===== config.mk =====
export PLATFORM = sky130hd
export DESIGN_NAME = erpt_setup
export DESIGN_NICKNAME = d
export VERILOG_FILES = /design/src/assert_macros.svh /design/src/erpt_pkg.sv /design/src/erpt_setup.sv
export SDC_FILE = /design/constraint.sdc
export NUM_CORES = 2
export LEC_CHECK = 0
export BUFFER_PORTS_ARGS = -buffer_cell sky130_fd_sc_hd__buf_2
export CAP_MARGIN = 20
export CORE_ASPECT_RATIO = 1.4
export CORE_UTILIZATION = 27
export CTS_CLUSTER_DIAMETER = 200
export CTS_CLUSTER_SIZE = 25
export DETAILED_ROUTE_END_ITERATION = 10
export PLACE_DENSITY_LB_ADDON = 0.3
export SETUP_SLACK_MARGIN = 0.2
export SYNTH_ARGS = -nofsm -noshare
export SYNTH_HDL_FRONTEND = slang
export SYNTH_SLANG_ARGS = --single-unit
export TNS_END_PERCENT = 50

===== constraint.sdc =====
create_clock -name i_clk -period 14.8 [get_ports i_clk]
set_input_delay 1.48 -clock i_clk [delete_from_list [all_inputs] [get_ports i_clk]]
set_output_delay 1.48 -clock i_clk [all_outputs]
set_load 0.02 [all_outputs]

===== src/assert_macros.svh =====
// Assertion helpers shared by the RTL.
`ifndef ASSERT_MACROS_SVH
`define ASSERT_MACROS_SVH

// Same-cycle implication, disabled in reset.
`define ASSERT_IMPLIES(lbl, clk, rst_n, a, b) \
    lbl: assert property (@(posedge clk) disable iff (!(rst_n)) (a) |-> (b)) \
        else $error("implication check failed");

// Next-cycle implication, disabled in reset.
`define ASSERT_NEXT(lbl, clk, rst_n, a, b) \
    lbl: assert property (@(posedge clk) disable iff (!(rst_n)) (a) |=> (b)) \
        else $error("next-cycle check failed");

`endif


===== src/erpt_pkg.sv =====
package erpt_pkg;

    localparam int COORD_WIDTH     = 16;
    localparam int TRIG_ITERATIONS = 16;

    localparam int ANGLE_BITS  = 17;
    localparam int ANGLE_COUNT = 3;
    localparam int CFG_IDX_W   = 2;
    localparam int FULL_TURN   = 46080;
    localparam int QUARTER_TURN = 11520;
    localparam int CORDIC_MAX  = 24;
    localparam int CORDIC_GAIN = 652032874;
    localparam int CORDIC_W    = 34;
    localparam int ZACC_W      = 33;
    localparam int ITER_W      = 5;
    localparam int TRIG_W      = 16;
    localparam int TERM_W      = 17;
    localparam int PROD_W      = TERM_W + COORD_WIDTH;
    localparam int ACC_W       = PROD_W + 2;

    localparam logic [CFG_IDX_W-1:0] REG_ANGLE_X = 2'd0;
    localparam logic [CFG_IDX_W-1:0] REG_ANGLE_Y = 2'd1;
    localparam logic [CFG_IDX_W-1:0] REG_ANGLE_Z = 2'd2;

    typedef logic signed [ANGLE_BITS-1:0]  t_angle;
    typedef logic signed [COORD_WIDTH-1:0] t_coord;
    typedef logic signed [TRIG_W-1:0]      t_trig;
    typedef logic signed [TERM_W-1:0]      t_term;

    typedef struct packed {
        t_coord in_x;
        t_coord in_y;
        t_coord in_z;
    } t_in_word;

    typedef struct packed {
        t_coord out_x;
        t_coord out_y;
        t_coord out_z;
        logic   clipped;
    } t_out_word;

    // row-major: m[row*3+col]
    typedef struct packed {
        t_term [8:0] m;
    } t_matrix;

    // CORDIC step angles, 2^-23 degree units
    function automatic logic signed [ZACC_W-1:0] atan_step(input logic [ITER_W-1:0] i);
        logic signed [ZACC_W-1:0] v;
        case (i)
            5'd0:  v = 33'sd377487360;
            5'd1:  v = 33'sd222843801;
            5'd2:  v = 33'sd117744544;
            5'd3:  v = 33'sd59768969;
            5'd4:  v = 33'sd30000467;
            5'd5:  v = 33'sd15014858;
            5'd6:  v = 33'sd7509261;
            5'd7:  v = 33'sd3754860;
            5'd8:  v = 33'sd1877459;
            5'd9:  v = 33'sd938733;
            5'd10: v = 33'sd469367;
            5'd11: v = 33'sd234683;
            5'd12: v = 33'sd117342;
            5'd13: v = 33'sd58671;
            5'd14: v = 33'sd29335;
            5'd15: v = 33'sd14668;
            5'd16: v = 33'sd7334;
            5'd17: v = 33'sd3667;
            5'd18: v = 33'sd1833;
            5'd19: v = 33'sd917;
            5'd20: v = 33'sd458;
            5'd21: v = 33'sd229;
            5'd22: v = 33'sd115;
            5'd23: v = 33'sd57;
            default: v = '0;
        endcase
        return v;
    endfunction

endpackage


===== src/erpt_setup.sv =====
module erpt_setup import erpt_pkg::*; (
    input  logic                        i_clk,
    input  logic                        i_rst_n,
    input  logic                        i_start,
    input  t_angle [ANGLE_COUNT-1:0]    i_angles,
    output t_matrix                     o_matrix,
    output logic                        o_ready
);

    localparam logic [2:0] ST_RED  = 3'd0;
    localparam logic [2:0] ST_QUAD = 3'd1;
    localparam logic [2:0] ST_ROT  = 3'd2;
    localparam logic [2:0] ST_FIN  = 3'd3;
    localparam logic [2:0] ST_MAT  = 3'd4;
    localparam logic [2:0] ST_LOAD = 3'd5;
    localparam logic [2:0] ST_DONE = 3'd6;

    localparam logic [3:0] LAST_STEP = 4'd13;
    localparam logic [3:0] DRAIN_STEP = 4'd14;

    localparam logic signed [17:0] FULL = 18'(FULL_TURN);
    localparam logic signed [17:0] Q1   = 18'(QUARTER_TURN);
    localparam logic signed [17:0] Q2   = 18'(2 * QUARTER_TURN);
    localparam logic signed [17:0] Q3   = 18'(3 * QUARTER_TURN);
    localparam logic signed [CORDIC_W-16:0] TRIG_HI = 19'sd16384;
    localparam logic signed [CORDIC_W-16:0] TRIG_LO = -19'sd16384;

    logic [2:0]                 r_state, n_state;
    logic [1:0]                 r_idx;
    logic signed [17:0]         r_red;
    logic [1:0]                 r_quad;
    logic signed [CORDIC_W-1:0] r_x, r_y;
    logic signed [ZACC_W-1:0]   r_z;
    logic [ITER_W-1:0]          r_iter;
    t_trig                      r_cos [ANGLE_COUNT];
    t_trig                      r_sin [ANGLE_COUNT];
    logic [3:0]                 r_step;
    t_trig                      r_prod [14];
    logic signed [2*TRIG_W-1:0] r_mul;
    logic                       r_mul_v;
    logic [3:0]                 r_mul_idx;
    t_matrix                    r_matrix;

    logic signed [17:0]         red_a, red_b;
    logic signed [CORDIC_W-1:0] dx, dy;
    logic signed [CORDIC_W:0]   x_rnd, y_rnd;
    logic signed [CORDIC_W-16:0] cq_w, sq_w;
    t_trig                      cq, sq, c_map, s_map;
    t_trig                      op_a, op_b;
    logic signed [2*TRIG_W:0]   mul_rnd;

    // angle wrap into one turn
    always_comb begin
        red_a = 18'(i_angles[r_idx]);
        if (red_a < 0) begin
            red_a = red_a + FULL;
        end else if (red_a >= FULL) begin
            red_a = red_a - FULL;
        end
        red_b = (red_a < 0) ? red_a + FULL : red_a;
    end

    assign dx = r_y >>> r_iter;
    assign dy = r_x >>> r_iter;

    // round Q1.30 to Q1.14 and clamp
    always_comb begin
        x_rnd = (CORDIC_W+1)'(r_x) + (CORDIC_W+1)'(32768);
        y_rnd = (CORDIC_W+1)'(r_y) + (CORDIC_W+1)'(32768);
        cq_w  = x_rnd[CORDIC_W:16];
        sq_w  = y_rnd[CORDIC_W:16];
        if (cq_w > TRIG_HI) cq_w = TRIG_HI;
        if (cq_w < TRIG_LO) cq_w = TRIG_LO;
        if (sq_w > TRIG_HI) sq_w = TRIG_HI;
        if (sq_w < TRIG_LO) sq_w = TRIG_LO;
        cq = TRIG_W'(cq_w);
        sq = TRIG_W'(sq_w);
        case (r_quad)
            2'd0:    begin c_map = cq;  s_map = sq;  end
            2'd1:    begin c_map = -sq; s_map = cq;  end
            2'd2:    begin c_map = -cq; s_map = -sq; end
            default: begin c_map = sq;  s_map = -cq; end
        endcase
    end

    // product schedule; 0 and 1 are sA*sB and cA*sB
    always_comb begin
        unique case (r_step)
            4'd0:    begin op_a = r_sin[0];  op_b = r_sin[1]; end
            4'd1:    begin op_a = r_cos[0];  op_b = r_sin[1]; end
            4'd2:    begin op_a = r_cos[1];  op_b = r_cos[2]; end
            4'd3:    begin op_a = r_cos[1];  op_b = r_sin[2]; end
            4'd4:    begin op_a = r_prod[0]; op_b = r_cos[2]; end
            4'd5:    begin op_a = r_cos[0];  op_b = r_sin[2]; end
            4'd6:    begin op_a = r_prod[0]; op_b = r_sin[2]; end
            4'd7:    begin op_a = r_cos[0];  op_b = r_cos[2]; end
            4'd8:    begin op_a = r_sin[0];  op_b = r_cos[1]; end
            4'd9:    begin op_a = r_prod[1]; op_b = r_cos[2]; end
            4'd10:   begin op_a = r_sin[0];  op_b = r_sin[2]; end
            4'd11:   begin op_a = r_prod[1]; op_b = r_sin[2]; end
            4'd12:   begin op_a = r_sin[0];  op_b = r_cos[2]; end
            4'd13:   begin op_a = r_cos[0];  op_b = r_cos[1]; end
            default: begin op_a = '0;        op_b = '0;       end
        endcase
    end

    assign mul_rnd = (2*TRIG_W+1)'(r_mul) + (2*TRIG_W+1)'(8192);

    always_comb begin
        n_state = r_state;
        unique case (r_state)
            ST_RED:  n_state = ST_QUAD;
            ST_QUAD: n_state = ST_ROT;
            ST_ROT:  if (r_iter == ITER_W'(TRIG_ITERATIONS - 1)) n_state = ST_FIN;
            ST_FIN:  n_state = (r_idx == 2'(ANGLE_COUNT - 1)) ? ST_MAT : ST_RED;
            ST_MAT:  if (r_step == DRAIN_STEP) n_state = ST_LOAD;
            ST_LOAD: n_state = ST_DONE;
            ST_DONE: n_state = ST_DONE;
            default: n_state = ST_RED;
        endcase
        if (i_start) n_state = ST_RED;
    end

    always_ff @(posedge i_clk) begin
        if (!i_rst_n) begin
            r_state <= ST_RED;
            r_idx   <= '0;
            r_iter  <= '0;
            r_step  <= '0;
            r_mul_v <= 1'b0;
        end else begin
            r_state <= n_state;
            r_mul_v <= 1'b0;
            if (i_start) begin
                r_idx <= '0;
            end else begin
                unique case (r_state)
                    ST_QUAD: r_iter <= '0;
                    ST_ROT:  r_iter <= r_iter + 1'b1;
                    ST_FIN: begin
                        if (r_idx != 2'(ANGLE_COUNT - 1)) r_idx <= r_idx + 1'b1;
                        r_step <= '0;
                    end
                    ST_MAT: begin
                        if (r_step != DRAIN_STEP) r_step <= r_step + 1'b1;
                        r_mul_v <= (r_step <= LAST_STEP);
                    end
                    default: ;
                endcase
            end
        end
    end

    // datapath registers
    always_ff @(posedge i_clk) begin
        case (r_state)
            ST_RED: r_red <= red_b;
            ST_QUAD: begin
                if (r_red >= Q3) begin
                    r_quad <= 2'd3;
                    r_z    <= ZACC_W'(r_red - Q3) <<< 16;
                end else if (r_red >= Q2) begin
                    r_quad <= 2'd2;
                    r_z    <= ZACC_W'(r_red - Q2) <<< 16;
                end else if (r_red >= Q1) begin
                    r_quad <= 2'd1;
                    r_z    <= ZACC_W'(r_red - Q1) <<< 16;
                end else begin
                    r_quad <= 2'd0;
                    r_z    <= ZACC_W'(r_red) <<< 16;
                end
                r_x <= CORDIC_W'(CORDIC_GAIN);
                r_y <= '0;
            end
            ST_ROT: begin
                if (r_z >= 0) begin
                    r_x <= r_x - dx;
                    r_y <= r_y + dy;
                    r_z <= r_z - atan_step(r_iter);
                end else begin
                    r_x <= r_x + dx;
                    r_y <= r_y - dy;
                    r_z <= r_z + atan_step(r_iter);
                end
            end
            ST_FIN: begin
                r_cos[r_idx] <= c_map;
                r_sin[r_idx] <= s_map;
            end
            ST_MAT: begin
                r_mul     <= op_a * op_b;
                r_mul_idx <= r_step;
            end
            ST_LOAD: begin
                r_matrix.m[0] <= TERM_W'(r_prod[2]);
                r_matrix.m[1] <= -TERM_W'(r_prod[3]);
                r_matrix.m[2] <= TERM_W'(r_sin[1]);
                r_matrix.m[3] <= TERM_W'(r_prod[4]) + TERM_W'(r_prod[5]);
                r_matrix.m[4] <= TERM_W'(r_prod[7]) - TERM_W'(r_prod[6]);
                r_matrix.m[5] <= -TERM_W'(r_prod[8]);
                r_matrix.m[6] <= TERM_W'(r_prod[10]) - TERM_W'(r_prod[9]);
                r_matrix.m[7] <= TERM_W'(r_prod[11]) + TERM_W'(r_prod[12]);
                r_matrix.m[8] <= TERM_W'(r_prod[13]);
            end
            default: ;
        endcase
        if (r_mul_v) r_prod[r_mul_idx] <= mul_rnd[TRIG_W+13:14];
    end

    assign o_matrix = r_matrix;
    assign o_ready  = (r_state == ST_DONE) && !i_start;

endmodule


==> results by group <==
Timing
  • RSZ-0062 raised after global routing: no
  • Max Slew Vio Count: 0
  • Post-route setup TNS: 0 ns
  • Slew headroom: 20.6%
  • Period Utilization, post-route: 64.1%
  • Post-route setup slack: 5.32 ns
  • Fmax: 0.105 GHz
  • Final setup viols: 0
  • Clock Skews: 0.0384 ns
  • Hold Fails Final Rpt: 0
  • Actual slew at the worst max-slew pin: 1.18 ns
  • Tmin final: 9.48 ns

Clocking
  • Setup bufs post-CTS: 0
  • Reg clk slew, reported paths: 0.11 ns
  • CTS resizes: 0
  • CTS root buffer: clkbuf_16
  • Clock latency on the worst-skew pair: 0.67 ns
  • Clock tree buffer depth: 3
  • CTS Buf Count: 30
  • Clk sinks: 656
  • # hold bufs at CTS: 0
  • CTS tree: yes
  • # H-tree levels: 1

Worst setup path
  • Reg2reg start: r_step[0]
  • Critical path's slowest cell: a221oi_1
  • Data required, critical path: 15.21 ns
  • Critical Path AT: 9.89 ns
  • R2R depth: 30
  • Worst R2R End: r_mul[29]
  • Crit Path Category: flip-flop to flip-flop
  • CP dominant cell by count: fa_1
  • R2r setup slk: 5.32 ns
  • CP Capture Type: flip-flop
  • CP peak stage delay: 0.92 ns
  • CP Launch Type: flip-flop
  • Crit-path max FO: 15

Synthesis
  • Top FF cell, synth: edfxtp_1
  • Post-synth EDFFs: 612
  • Adder-Cell Fraction of Synth Area: 17.0%
  • Post-Syn Nets: 5524
  • Ranking of synthesized cells by area: edfxtp_1 37%, fa_1 10%, ha_1 6.9%
  • Largest family of logic cells by synthesized area: adder cells
  • Synth unique cells: 101
  • Yosys reg bits: 656
  • Synthesized cell area: 50300 um^2
  • Mapped Avg Cell Area: 10.2 um^2
  • Ys async rst share: 0%
  • Post-Synth Simple-Gate Area: 13.5%
  • Most frequent cells after synthesis: 612 x edfxtp_1, 480 x nor2_1, 465 x inv_1
  • Synth Area in Compound Gates: 14.2%
  • Warnings from Yosys: 0
  • Post-synthesis cell count: 4937
  • Post-synth top area cell: edfxtp_1
  • Synth top area share: 36.5%
  • Post-synthesis mux area share: 5.43%
  • Count leader, synth: edfxtp_1
  • Xor and xnor area share after synthesis: 6.22%
  • Seq/Total Area, Yosys: 38.3%

Drt
  • DR vias: 38124
  • Initial DRC count: 3069
  • Final WL: 153 mm
  • Pre-antenna DRT Iters: 6
  • Vias per std cell: 5.06
  • Number of remaining DRC errors: 0
  • Final ANT Viol Nets: 0
  • DR WL/cell: 20.2 um

GRT
  • Pin count of the biggest net entering global routing: 89
  • Initial antenna violation count: 8
  • Gr usage total: 15.7%
  • Grt ovf: 0
  • Vias in the first global route: 37947
  • First-pass GRT wire length: 230 mm

Placement
  • Buffers on Ports: 207
  • Pre-CTS setup slack: 5.28 ns
  • Gpl congestion: 0.926
  • Final HPWL DP: 119 mm

Floorplan
  • Total core area: 185000 um^2
  • Starting Density: 27.2%
  • Die ar.: 188000 um^2
  • # rows: 187
  • Die H: 513 um
  • IO Pins: 208
  • Die X: 367 um

Worst hold path
  • Hold Path Class: flip-flop to flip-flop
  • Hold Path End: o_matrix[151]
  • HP Start: r_prod[13][15]
  • WHS Path Cells: 0

Power and ir drop
  • PD cells: 80.1 nW/um^2
  • Leakage: 21.2 nW
  • Worst vdd ir: 0.102 mV

Final layout
  • Fraction of layout cells with a size suffix above 1: 10.5%
  • Layout Nets: 5655
  • Fillers: 19222
  • Area grow syn2layout: 9.99%

Job
  • Max cap viols: 0

Run status
  • Status: completed
[metrics by stage]
| step | instances | util [%] | power (mW) | hold WS, ns | cell area [um^2] |
|---|---|---|---|---|---|
| after floorplan | 4937 | - | 3.18 | 0.400 | 50300 |
| after global placement | 7488 | 29.4 | 3.48 | 0.404 | 54400 |
| after detailed placement | 7489 | 29.4 | 3.50 | 0.405 | 54400 |
| after CTS | 7536 | 29.8 | 4.48 | 0.407 | 55300 |
| after global routing | 7540 | 29.9 | 4.69 | 0.406 | 55400 |
| final | 7541 | 29.9 | 4.43 | 0.405 | 55400 |
[final cells by class]
| cell class | count | area, um^2 | share of cell area [%] |
|---|---|---|---|
| repair buffers | 308 | 1840 | 3.33 |
| diodes | 1 | 2.50 | 0.00452 |
| flip-flops and latches | 656 | 19300 | 34.8 |
| multi-input cells | 3599 | 28500 | 51.5 |
| inverters | 473 | 1780 | 3.21 |
| clock buffers | 43 | 800 | 1.44 |
| clock inverters | 4 | 55.1 | 0.0995 |
| well taps | 2457 | 3070 | 5.55 |
[routing by layer]
layer / share of wire [%] / track usage, %
met5: 0.0085 / 0
met1: 40 / 18.4
met3: 4.6 / 1.49
met2: 51 / 29.1
met4: 4.4 / 6.24
[flip-flops by register name, summed over array words and instances, names as in the netlist, 5 cells and up, named ones only]
signal / flops
r_mul: 17
r_z: 33
r_x: 34
r_cos: 48
o_matrix: 150
r_red: 18
r_sin: 48
r_prod: 224
r_y: 34
r_iter: 5
[layout by cell type, fill, tap and decap left out, drive strengths merged, types with 39 or more instances in the layout]
cell and instances:
a21oi 225, a221oi 39, nor3 86, xnor2 213, mux2i 92, dfxtp 44
clkbuf 44, a211oi 40, inv 469, fa 254, nor2 480, ha 279
edfxtp 612, xor2 142, a21o 62, nand3 98, buf 307, o21ai 240
o21a 44, and3 42, nand2b 64, mux2 43, nand2 438, mux4 59
[power breakdown]
part	total, mW	switching, mW	leakage [nW]	internal, mW
Sequential	2.13	0.0602	5.91	2.07
Clock	0.971	0.589	0.411	0.382
Combinational	1.33	0.781	14.9	0.552
[worst max-delay path: cells and delay by family, from the launching register on]
| kind | cells | cell delay (ns) |
|---|---|---|
| XOR/XNOR | 1 | 0.08 |
| adder cells (fa/ha/maj) | 8 | 3.73 |
| flip-flops | 1 | 0.47 |
| buffers and inverters | 6 | 0.52 |
| AO/OA/AOI/OAI | 10 | 3.30 |
| AND/OR/NAND/NOR | 5 | 1.04 |
[logic make-up after synthesis]
kind of cell,Yosys count
compound gates,1050
xor+xnor,356
simple gates,1466
mux,194
buf+inv,682
fa+ha+maj,533
flops,656
[how the worst max path moves through the flow]
stage,cells after the start,start,to,slack [ns]
final,30,r_step[0],r_mul[29],5.32
after floorplan,3,r_state[2],o_matrix[0],2.34
after CTS,30,r_step[0],r_mul[29],5.21
after detailed placement,30,r_step[0],r_mul[29],5.28
after global placement,30,r_step[0],r_mul[29],5.53
after global routing,30,r_step[0],r_mul[29],4.63
No activity file was read; power rests on OpenSTA's default activity.
